--- src/rtl/shnt_pkg.sv ---
// Package for the sorted held note table: sizes, function and status codes,
// and the note and command types shared by the table, its sequencer and the checker.
// No dependencies.
package shnt_pkg;

    localparam int MAX_NOTES = 16;
    localparam int LEN_W     = $clog2(MAX_NOTES + 1);
    localparam int IDX_W     = $clog2(MAX_NOTES);
    localparam int POS_W     = 4;
    localparam int CMP_W     = (LEN_W > POS_W) ? LEN_W : POS_W;
    localparam int TONE_W    = 7;
    localparam int CHAN_W    = 4;
    localparam int FUNC_W    = 3;
    localparam int STAT_W    = 2;

    localparam logic [FUNC_W-1:0] FUNC_ADD     = 3'd0;
    localparam logic [FUNC_W-1:0] FUNC_REMOVE  = 3'd1;
    localparam logic [FUNC_W-1:0] FUNC_REM_CHN = 3'd2;
    localparam logic [FUNC_W-1:0] FUNC_CLEAR   = 3'd3;
    localparam logic [FUNC_W-1:0] FUNC_QUERY   = 3'd4;

    localparam logic [STAT_W-1:0] STAT_OK        = 2'd0;
    localparam logic [STAT_W-1:0] STAT_NOT_FOUND = 2'd1;
    localparam logic [STAT_W-1:0] STAT_FULL      = 2'd2;
    localparam logic [STAT_W-1:0] STAT_RANGE     = 2'd3;

    typedef struct packed {
        logic [TONE_W-1:0] tone;
        logic [CHAN_W-1:0] chan;
    } note_t;

    typedef struct packed {
        logic  push;
        logic  pop;
        logic  keep;
        logic  clear;
        note_t data;
    } q_cmd_t;

    typedef struct packed {
        logic              done;
        logic [STAT_W-1:0] status;
        note_t             query;
    } seq_res_t;

endpackage

--- src/rtl/shnt_queue.sv ---
// Recirculating note queue: the head entry is read at a fixed place, entries
// shift down on a pop and are appended at the tail. Uses shnt_pkg.
module shnt_queue
    import shnt_pkg::*;
(
    input  logic             clk,
    input  logic             rst_n,
    input  q_cmd_t           cmd,
    output note_t            head,
    output note_t            tail,
    output logic [LEN_W-1:0] len
);

    note_t            ent_reg [MAX_NOTES];
    note_t            tail_reg;
    logic [LEN_W-1:0] len_reg;
    logic [LEN_W-1:0] len_next;
    logic [LEN_W-1:0] len_m1;

    assign len_m1 = len_reg - LEN_W'(1);

    always_comb
    begin
        len_next = len_reg;
        if (cmd.clear)
        begin
            len_next = '0;
        end
        else if (cmd.push)
        begin
            len_next = len_reg + LEN_W'(1);
        end
        else if (cmd.pop && !cmd.keep)
        begin
            len_next = len_m1;
        end
    end

    always_ff @(posedge clk or negedge rst_n)
    begin
        if (!rst_n)
        begin
            len_reg <= '0;
        end
        else
        begin
            len_reg <= len_next;
        end
    end

    always_ff @(posedge clk)
    begin
        if (cmd.pop)
        begin
            for (int k = 0; k < MAX_NOTES - 1; k++)
            begin
                ent_reg[k] <= (cmd.keep && (len_m1 == LEN_W'(k))) ? ent_reg[0] : ent_reg[k + 1];
            end
            if (cmd.keep && (len_m1 == LEN_W'(MAX_NOTES - 1)))
            begin
                ent_reg[MAX_NOTES - 1] <= ent_reg[0];
            end
            if (cmd.keep)
            begin
                tail_reg <= ent_reg[0];
            end
        end
        else if (cmd.push)
        begin
            ent_reg[len_reg[IDX_W-1:0]] <= cmd.data;
            tail_reg                    <= cmd.data;
        end
    end

    assign head = ent_reg[0];
    assign tail = tail_reg;
    assign len  = len_reg;

endmodule

--- src/rtl/shnt_seq.sv ---
// Sequencer for the note table: takes one item, walks the queue one entry per
// cycle, pausing where an add inserts its note, through a single tone and channel comparator. Uses shnt_pkg.
module shnt_seq
    import shnt_pkg::*;
(
    input  logic               clk,
    input  logic               rst_n,
    input  logic               in_valid,
    output logic               in_ready,
    input  logic [FUNC_W-1:0]  func,
    input  logic [TONE_W-1:0]  tone,
    input  logic [CHAN_W-1:0]  chan,
    input  logic [POS_W-1:0]   position,
    input  logic               from_top,
    input  logic               slot_free,
    input  note_t              head,
    input  logic [LEN_W-1:0]   len,
    output q_cmd_t             cmd,
    output seq_res_t           res
);

    localparam logic [1:0] S_IDLE = 2'd0;
    localparam logic [1:0] S_WALK = 2'd1;
    localparam logic [1:0] S_FIN  = 2'd2;

    logic [1:0]        state_reg, state_next;
    logic [FUNC_W-1:0] func_reg;
    note_t             note_reg;
    logic [LEN_W-1:0]  rem_reg, rem_next;
    logic [LEN_W-1:0]  step_reg, step_next;
    logic [LEN_W-1:0]  idx_reg;
    logic              ins_reg, ins_next;
    logic              found_reg, found_next;
    logic [STAT_W-1:0] status_reg, status_next;
    note_t             query_reg, query_next;

    logic              accept;
    logic              pos_bad;
    logic [LEN_W-1:0]  idx_calc;
    logic              is_match;
    logic              chan_hit;
    logic              drop;

    assign in_ready = (state_reg == S_IDLE);
    assign accept   = in_valid && in_ready;
    assign pos_bad  = CMP_W'(position) >= CMP_W'(len);
    assign idx_calc = from_top ? (len - LEN_W'(1) - LEN_W'(position)) : LEN_W'(position);
    assign chan_hit = (head.chan == note_reg.chan);
    assign is_match = (head.tone == note_reg.tone) && chan_hit;
    assign drop     = ((func_reg == FUNC_REMOVE) && !found_reg && is_match)
                   || ((func_reg == FUNC_REM_CHN) && chan_hit);

    always_comb
    begin
        state_next  = state_reg;
        rem_next    = rem_reg;
        step_next   = step_reg;
        ins_next    = ins_reg;
        found_next  = found_reg;
        status_next = status_reg;
        query_next  = query_reg;
        cmd         = '0;
        cmd.data    = note_reg;
        res         = '0;
        res.status  = status_reg;
        res.query   = query_reg;
        case (state_reg)
            S_IDLE:
            begin
                if (accept)
                begin
                    rem_next    = len;
                    step_next   = '0;
                    ins_next    = 1'b0;
                    found_next  = 1'b0;
                    status_next = STAT_OK;
                    query_next  = '0;
                    state_next  = S_FIN;
                    case (func)
                        FUNC_ADD:
                        begin
                            if (len >= LEN_W'(MAX_NOTES))
                            begin
                                status_next = STAT_FULL;
                            end
                            else
                            begin
                                state_next = S_WALK;
                            end
                        end
                        FUNC_REMOVE:
                        begin
                            status_next = STAT_NOT_FOUND;
                            state_next  = S_WALK;
                        end
                        FUNC_REM_CHN:
                        begin
                            state_next = S_WALK;
                        end
                        FUNC_CLEAR:
                        begin
                            cmd.clear = 1'b1;
                        end
                        FUNC_QUERY:
                        begin
                            if (pos_bad)
                            begin
                                status_next = STAT_RANGE;
                            end
                            else
                            begin
                                state_next = S_WALK;
                            end
                        end
                        default:
                        begin
                            state_next = S_FIN;
                        end
                    endcase
                end
            end
            S_WALK:
            begin
                if (rem_reg == '0)
                begin
                    if ((func_reg == FUNC_ADD) && !ins_reg)
                    begin
                        cmd.push = 1'b1;
                        ins_next = 1'b1;
                    end
                    state_next = S_FIN;
                end
                else if ((func_reg == FUNC_ADD) && !ins_reg && (head.tone >= note_reg.tone))
                begin
                    cmd.push = 1'b1;
                    ins_next = 1'b1;
                end
                else
                begin
                    cmd.pop   = 1'b1;
                    cmd.keep  = !drop;
                    rem_next  = rem_reg - LEN_W'(1);
                    step_next = step_reg + LEN_W'(1);
                    if ((func_reg == FUNC_REMOVE) && drop)
                    begin
                        found_next  = 1'b1;
                        status_next = STAT_OK;
                    end
                    if ((func_reg == FUNC_QUERY) && (step_reg == idx_reg))
                    begin
                        query_next = head;
                    end
                end
            end
            S_FIN:
            begin
                if (slot_free)
                begin
                    res.done   = 1'b1;
                    state_next = S_IDLE;
                end
            end
            default:
            begin
                state_next = S_IDLE;
            end
        endcase
    end

    always_ff @(posedge clk or negedge rst_n)
    begin
        if (!rst_n)
        begin
            state_reg <= S_IDLE;
        end
        else
        begin
            state_reg <= state_next;
        end
    end

    always_ff @(posedge clk)
    begin
        if (accept)
        begin
            func_reg      <= func;
            note_reg.tone <= tone;
            note_reg.chan <= chan;
            idx_reg       <= idx_calc;
        end
        rem_reg    <= rem_next;
        step_reg   <= step_next;
        ins_reg    <= ins_next;
        found_reg  <= found_next;
        status_reg <= status_next;
        query_reg  <= query_next;
    end

endmodule

--- src/rtl/sorted_held_note_table.sv ---
// Sorted held note table top level: sequencer, recirculating queue, output register.
// Add, remove, remove-channel and in-range query walk all held notes, one entry per
// cycle through the shared comparator, pausing where an add inserts its note.
// Clear, full add, out-of-range query and unused codes skip the walk and go straight to the result.
// A new item is taken once the result is registered, so only one item is in flight at a time.
// Reset clears the count and control state; stored entries stay undefined until written.
module sorted_held_note_table
    import shnt_pkg::*;
(
    input  logic              clk,
    input  logic              rst_n,
    input  logic              in_valid,
    output logic              in_ready,
    input  logic [FUNC_W-1:0] func,
    input  logic [TONE_W-1:0] tone,
    input  logic [CHAN_W-1:0] chan,
    input  logic [POS_W-1:0]  position,
    input  logic              from_top,
    output logic              out_valid,
    input  logic              out_ready,
    output logic [STAT_W-1:0] status,
    output logic [4:0]        count,
    output logic [TONE_W-1:0] query_tone,
    output logic [CHAN_W-1:0] query_chan,
    output logic [TONE_W-1:0] top_tone,
    output logic [CHAN_W-1:0] top_chan,
    output logic [TONE_W-1:0] bottom_tone,
    output logic [CHAN_W-1:0] bottom_chan,
    output logic              is_empty
);

    q_cmd_t           cmd;
    seq_res_t         res;
    note_t            head;
    note_t            tail;
    logic [LEN_W-1:0] len;
    logic             slot_free;
    logic             out_valid_reg;
    logic [STAT_W-1:0] status_reg;
    logic [LEN_W-1:0] count_reg;
    note_t            query_reg;
    note_t            top_reg;
    note_t            bottom_reg;
    logic             empty_reg;

    assign slot_free = !out_valid_reg || out_ready;

    shnt_seq u_seq (
        .clk       (clk),
        .rst_n     (rst_n),
        .in_valid  (in_valid),
        .in_ready  (in_ready),
        .func      (func),
        .tone      (tone),
        .chan      (chan),
        .position  (position),
        .from_top  (from_top),
        .slot_free (slot_free),
        .head      (head),
        .len       (len),
        .cmd       (cmd),
        .res       (res)
    );

    shnt_queue u_queue (
        .clk   (clk),
        .rst_n (rst_n),
        .cmd   (cmd),
        .head  (head),
        .tail  (tail),
        .len   (len)
    );

    always_ff @(posedge clk or negedge rst_n)
    begin
        if (!rst_n)
        begin
            out_valid_reg <= 1'b0;
        end
        else if (res.done)
        begin
            out_valid_reg <= 1'b1;
        end
        else if (out_ready)
        begin
            out_valid_reg <= 1'b0;
        end
    end

    always_ff @(posedge clk)
    begin
        if (res.done)
        begin
            status_reg <= res.status;
            count_reg  <= len;
            query_reg  <= res.query;
            empty_reg  <= (len == '0);
            top_reg    <= (len == '0) ? '0 : tail;
            bottom_reg <= (len == '0) ? '0 : head;
        end
    end

    assign out_valid   = out_valid_reg;
    assign status      = status_reg;
    assign count       = 5'(count_reg);
    assign query_tone  = query_reg.tone;
    assign query_chan  = query_reg.chan;
    assign top_tone    = top_reg.tone;
    assign top_chan    = top_reg.chan;
    assign bottom_tone = bottom_reg.tone;
    assign bottom_chan = bottom_reg.chan;
    assign is_empty    = empty_reg;

endmodule

--- config.mk ---
export PLATFORM = sky130hd
export DESIGN_NAME = sorted_held_note_table
export DESIGN_NICKNAME = d
export VERILOG_FILES = /design/src/rtl/shnt_pkg.sv /design/src/rtl/shnt_queue.sv /design/src/rtl/shnt_seq.sv /design/src/rtl/sorted_held_note_table.sv
export SDC_FILE = /design/constraint.sdc
export NUM_CORES = 1
export LEC_CHECK = 0
export ABC_CLOCK_PERIOD_IN_PS = 4500
export BUFFER_PORTS_ARGS = -buffer_cell sky130_fd_sc_hd__buf_2
export CELL_PAD_IN_SITES_DETAIL_PLACEMENT = 1
export CELL_PAD_IN_SITES_GLOBAL_PLACEMENT = 1
export CORE_MARGIN = 2
export CORE_UTILIZATION = 25
export DETAILED_ROUTE_END_ITERATION = 10
export GPL_ROUTABILITY_DRIVEN = 0
export PLACE_DENSITY = 0.49
export SLEW_MARGIN = 20
export SYNTH_ARGS = -nofsm -noshare
export SYNTH_HDL_FRONTEND = slang
export SYNTH_SLANG_ARGS = --single-unit
export TNS_END_PERCENT = 10
--- constraint.sdc ---
create_clock -name clk -period 4.5 [get_ports clk]
set_clock_uncertainty 0.1 [all_clocks]
set_input_delay 0.45 -clock clk [delete_from_list [all_inputs] [get_ports clk]]
set_output_delay 0.45 -clock clk [all_outputs]
set_load 0.02 [all_outputs]
==> impl_metrics.env, run 1 <==
export IMPL_antenna_found_initial=2
export IMPL_synth_seq_cells=280
export IMPL_clk_pin_slew_ns=0.06
export IMPL_rrSetupSlack_ns=0.75
export IMPL_startpoint_type="flop"
export IMPL_drv_slew=0
export IMPL_p_leak_nw=5.85
export IMPL_nets=1299
export IMPL_final_common_cell="edfxtp_1"
export IMPL_critPathBufInv=2
export IMPL_syn_nets=1220
export IMPL_die_w_um=242
export IMPL_cts_sinks=280
export IMPL_cts_root_buf="clkbuf_16"
export IMPL_stdcell_area_um2=16700
export IMPL_ys_warnings_count=0
export IMPL_period_minus_slack_ns=3.75
export IMPL_antenna_left=0
export IMPL_setup_tns_ns=0
export IMPL_initial_core_util_pct=25.2
export IMPL_endpoint_kind="flop"
export IMPL_grt_usage_pct=15.0
export IMPL_hp_class="input pin to flop"
export IMPL_drtPass1Iterations=4
export IMPL_first_iter_violations=543
export IMPL_slowest_delay_ns=0.87
export IMPL_ios=66
export IMPL_max_freq_mhz=267
export IMPL_synthFlopType="edfxtp_1"
export IMPL_finalSetupViolations=0
export IMPL_worstPathArrival_ns=3.93
export IMPL_power_density_nw_per_um2=572
export IMPL_r2r_cells=8
export IMPL_layout_setup_ws_ns=0.750
export IMPL_syn_area_per_cell_um2=12.1
export IMPL_drive_gt1_share_pct=19.8
export IMPL_cts_buffer_depth=3
export IMPL_cts_tree="done"
export IMPL_vias_per_cell=4.70
export IMPL_grt_pass1_vias=10040
export IMPL_timing_max_cap_violations=0
export IMPL_largest_reg_flops=176
export IMPL_slowest_stage="a2111oi_4"
export IMPL_remaining_drc_errors=0
export IMPL_yosysSeqAreaShare_pct=59.0
export IMPL_worst_slew_pin_slew_ns=1.06
export IMPL_synth_distinct_cells=62
export IMPL_wl_per_cell_um=21.5
export IMPL_worstSetupPathType="flop to flop"
export IMPL_portBuffers=65
export IMPL_wl_um=43600
export IMPL_core_area_um2=56300
export IMPL_grt_max_degree=27
export IMPL_yosysTopAreaCell="edfxtp_1"
export IMPL_placed_cell_area_um2=15600
export IMPL_holdPathStages=1
export IMPL_cts_buffers=35
export IMPL_period_share_pct=83.3
export IMPL_grt_ovfl_total=0
export IMPL_finalPower_w=0.00958
export IMPL_areaGrowthSynthToFinish_pct=18.0
export IMPL_status="finished clean"
export IMPL_synth_cells=1173
export IMPL_worstPathCellList="inv_1 > ha_1 > xor2_2 > or4_1 > buf_4 > a2111oi_4 > mux2i_1 > a21oi_1"
export IMPL_cp_top_family="compound AO/OA/AOI/OAI gates"
export IMPL_hold_viol=0
export IMPL_vias=9546
export IMPL_syn_area_um2=14200
export IMPL_post_cts_resized=0
export IMPL_cp_depth=8
export IMPL_synthArstFlopShare_pct=2.86
export IMPL_rsz0062_at_grt="false"
export IMPL_insertion_delay_ns=0.55
export IMPL_peakVddDrop_mv=0.217
export IMPL_grt_pass1_wl_um=66100
export IMPL_die_y_um=242
export IMPL_dpl_hpwl_um=29200
export IMPL_n_fill_cell=6147
export IMPL_fp_row_count=87
export IMPL_netlist_top_cells_area="edfxtp_1, mux2i_1, a21oi_1, nand2_1, nor2_1"
export IMPL_synth_edff_count=272
export IMPL_fp_dieArea_um2=58700
export IMPL_dpl_worst_slack_ns=0.732
export IMPL_relSlewSlack_pct=29.4
export IMPL_synth_top_cell_area_share_pct=57.6
export IMPL_crit_fanout=12
export IMPL_cts_htree_levels=2
export IMPL_final_cell_mix="edfxtp_1, nand2_1, nor2_1, a21oi_1, mux2i_1"
export IMPL_worst_ep_required_time_ns=4.68
[synthesized netlist by cell type (all sizes together) (2+ instances only)]
cell     number
a2111oi      13
a21o          5
a21oi       111
a31oi         5
and2         13
buf          46
clkbuf       58
clkinv        7
dfrtp         8
edfxtp      272
ha           23
inv          18
mux2         33
mux2i       105
nand2       148
nand2b        7
nand3         6
nand4         3
nor2        128
nor2b        23
nor3          4
nor4          7
o2111ai      14
o211ai        3
o21a          2
o21ai        14
o221ai       52
o311a         2
o311ai        2
o31a          2
o31ai         3
or3           2
or3b          2
or4           2
xnor2         5
xor2         14
[worst register-to-register path, cell delays in order (launching register included)]
cell and delay [ns]:
dfrtp_1 0.62, inv_1 0.19, ha_1 0.38, xor2_2 0.26, or4_1 0.43, buf_4 0.22, a2111oi_4 0.88, mux2i_1 0.30
a21oi_1 0.12
[timing repair]
item	in CTS	in global routing
hold buffers	8	0
endpoints found under the hold margin	15	0
setup buffers	0	0
[cell families (layout without fill, tap and decap cells)]
logic type	count (synthesis)	count (layout)	synth area share (%)
buffers and inverters	129	231	4.17
AND/OR/NAND/NOR	348	348	10.8
adder cells (fa/ha/maj)	25	25	2.24
AO/OA/AOI/OAI	234	234	12.6
multiplexers	138	138	10.0
flip-flops	280	280	59.0
other	0	1	0
XOR/XNOR	19	19	1.23
[per-layer routing]
layer / wire length [µm] / part of all wire (%) / global-route usage (%)
met1: 20500 / 47 / 20.2
met2: 20700 / 47 / 24.9
met3: 1480 / 3.4 / 2.32
met4: 1030 / 2.4 / 4.59
met5: 0 / 0 / 0
[power breakdown]
part / switching [W] / leakage, nW / internal (W)
logic: 0.00197 / 2.71 / 0.000841
registers: 0.000276 / 2.63 / 0.00385
clock network: 0.00112 / 0.510 / 0.00152
[metrics by stage]
step / cells / hold WS [ns] / utilization [%]
after floorplan: 1173 / 0.0544 / -
after global placement: 1963 / 0.223 / 27.7
after detailed placement: 1963 / 0.216 / 27.7
after CTS: 2031 / 0.00374 / 29.7
after global routing: 2031 / 0.00466 / 29.7
final: 2032 / 0.0210 / 29.7
[layout make-up]
type	instances	area, µm²	share of cell area, %
antenna	1	2.50	0.0149
clock buffer	43	927	5.54
clock inverter	17	118	0.702
inverter	25	93.8	0.560
multi-input combinational	764	5330	31.9
sequential	280	8370	50.0
tap	756	946	5.65
timing repair buffer	146	953	5.69
[final timing paths]
check,startpoint,to
setup / recovery,u_queue.len[1],u_queue.ent_reg[2][2]
setup reg to reg,u_queue.len[1],u_queue.ent_reg[2][2]
hold / removal,tone[1],u_seq.cmd[5]
max in group asynchronous,rst_n,out_valid
min in group asynchronous,rst_n,u_queue.len[0]
hold reg to reg,u_seq.res[6],query_tone[2]
Power figures use the tool's default switching activity.
==> run 2, diff against run 1 <==
--- a/config.mk
+++ b/config.mk
@@ -5,7 +5,7 @@
 export SDC_FILE = /design/constraint.sdc
 export NUM_CORES = 1
 export LEC_CHECK = 0
-export ABC_CLOCK_PERIOD_IN_PS = 4500
+export ABC_CLOCK_PERIOD_IN_PS = 3700
 export BUFFER_PORTS_ARGS = -buffer_cell sky130_fd_sc_hd__buf_2
 export CELL_PAD_IN_SITES_DETAIL_PLACEMENT = 1
 export CELL_PAD_IN_SITES_GLOBAL_PLACEMENT = 1
==> constraint.sdc (replaced) <==
create_clock -name clk -period 3.7 [get_ports clk]
set_clock_uncertainty 0.1 [all_clocks]
set_input_delay 0.37 -clock clk [delete_from_list [all_inputs] [get_ports clk]]
set_output_delay 0.37 -clock clk [all_outputs]
set_load 0.02 [all_outputs]
==> run 2 against run 1 <==
Cell count increased by 0.39%. Register-to-register slack got worse by 0.38 ns. Setup slack got worse by 0.38 ns. Flip-flop and latch count unchanged. Routed wire length increased by 0.50%. Clock power increased by 25%. Die area unchanged. Sequential share of layout area decreased by 0.38 points. Clock-buffer cell count unchanged. Critical path type unchanged. Largest power group unchanged. Highest routed layer unchanged.
==> impl_metrics.env, run 2 (synthesis gave the netlist of run 1 again) <==
export IMPL_layout_setup_ws_ns=0.371
export IMPL_fp_row_count=87
export IMPL_grt_pass1_wl_um=65800
export IMPL_worstPathArrival_ns=3.50
export IMPL_crit_fanout=11
export IMPL_peakVddDrop_mv=0.323
export IMPL_endpoint_kind="flop"
export IMPL_period_minus_slack_ns=3.33
export IMPL_antenna_left=0
export IMPL_cts_sinks=280
export IMPL_worstPathCellList="inv_1 > ha_1 > xor2_2 > or4_1 > a2111oi_4 > buf_4 > mux2i_1 > a21oi_1"
export IMPL_ios=66
export IMPL_grt_usage_pct=14.9
export IMPL_r2r_cells=8
export IMPL_cp_depth=8
export IMPL_fp_dieArea_um2=58700
export IMPL_dpl_worst_slack_ns=0.360
export IMPL_critPathBufInv=2
export IMPL_p_leak_nw=5.91
export IMPL_cts_htree_levels=2
export IMPL_vias=9665
export IMPL_vias_per_cell=4.74
export IMPL_rsz0062_at_grt="false"
export IMPL_placed_cell_area_um2=15600
export IMPL_first_iter_violations=591
export IMPL_final_common_cell="edfxtp_1"
export IMPL_cts_buffer_depth=3
export IMPL_grt_ovfl_total=0
export IMPL_period_share_pct=90.0
export IMPL_worst_slew_pin_slew_ns=0.979
export IMPL_worstSetupPathType="flop to flop"
export IMPL_die_y_um=242
export IMPL_cp_top_family="simple AND/OR/NAND/NOR gates"
export IMPL_cts_buffers=35
export IMPL_power_density_nw_per_um2=697
export IMPL_startpoint_type="flop"
export IMPL_wl_per_cell_um=21.5
export IMPL_holdPathStages=3
export IMPL_insertion_delay_ns=0.54
export IMPL_portBuffers=65
export IMPL_drive_gt1_share_pct=20.2
export IMPL_grt_max_degree=30
export IMPL_dpl_hpwl_um=29500
export IMPL_wl_um=43800
export IMPL_setup_tns_ns=0
export IMPL_remaining_drc_errors=0
export IMPL_slowest_stage="or4_1"
export IMPL_largest_reg_flops=176
export IMPL_drtPass1Iterations=5
export IMPL_timing_max_cap_violations=0
export IMPL_hold_viol=0
export IMPL_relSlewSlack_pct=34.7
export IMPL_diodes=0
export IMPL_antenna_found_initial=1
export IMPL_grt_pass1_vias=10183
export IMPL_slowest_delay_ns=0.76
export IMPL_cts_root_buf="clkbuf_16"
export IMPL_status="finished clean"
export IMPL_nets=1309
export IMPL_drv_slew=0
export IMPL_max_freq_mhz=300
export IMPL_final_cell_mix="edfxtp_1, nand2_1, nor2_1, a21oi_1, mux2i_1"
export IMPL_cts_tree="done"
export IMPL_finalSetupViolations=0
export IMPL_hp_class="input pin to flop"
export IMPL_postCtsSetupBuffers=0
export IMPL_initial_core_util_pct=25.2
export IMPL_worst_ep_required_time_ns=3.87
export IMPL_core_area_um2=56300
export IMPL_stdcell_area_um2=16900
export IMPL_clk_pin_slew_ns=0.05
export IMPL_areaGrowthSynthToFinish_pct=18.9
export IMPL_die_w_um=242
[run 2: timing repair]
item	4_1_cts	5_1_grt
resized for setup	0	0
hold buffers	14	0
hold endpoints to repair	21	0
[run 2: cell type report]
cell class / count / area [µm²]
Timing Repair Buffer: 156 / 1060
Sequential cell: 280 / 8370
Fill cell: 6166 / 39400
Clock buffer: 43 / 948
Inverter: 25 / 93.8
Tap cell: 756 / 946
Clock inverter: 16 / 134
Multi-Input combinational cell: 764 / 5330
[run 2: worst min-delay path, cell delays in order]
cell      delay [ns]
buf_2           0.07
nand2b_1        0.13
nand2_1         0.07
[run 2: path summary, 6_finish.rpt]
path	startpoint	slack [ns]	endpoint
hold / removal	out_ready	0.05	out_valid
max in group asynchronous	rst_n	3.17	u_queue.len[0]
min in group asynchronous	rst_n	0.13	u_queue.len[2]
setup reg to reg	u_queue.len[0]	0.37	u_queue.ent_reg[11][3]
setup / recovery	u_queue.len[0]	0.37	u_queue.ent_reg[11][3]
hold reg to reg	u_seq.res[8]	0.32	query_tone[4]
[run 2: per-layer routing]
metal  up-vias  wire (µm)  part of all wire, %  global-route usage, %
met2       169      21200                   48                   25.3
li1       4529          -                    -                      -
met1      4906      20400                   47                   19.9
met4         0        934                  2.1                   4.43
met5         -          0                    0                      0
met3        61       1320                  3.0                   1.78
[run 2: metrics by stage]
stage | hold WS, ns | total power, W | instances | util [%]
final | 0.0464 | 0.0118 | 2040 | 30.0
after floorplan | -0.0256 | 0.00714 | 1173 | -
after detailed placement | 0.148 | 0.00858 | 1967 | 27.8
after CTS | 0.0155 | 0.0120 | 2040 | 30.0
after global routing | 0.0504 | 0.0124 | 2040 | 30.0
after global placement | 0.151 | 0.00851 | 1967 | 27.8
[run 2: power by group]
group          leakage (nW)  internal [W]  switching, W
combinational          2.75       0.00104       0.00236
clock                 0.531       0.00196       0.00135
sequential             2.63       0.00469      0.000363
total                  5.91       0.00769       0.00407
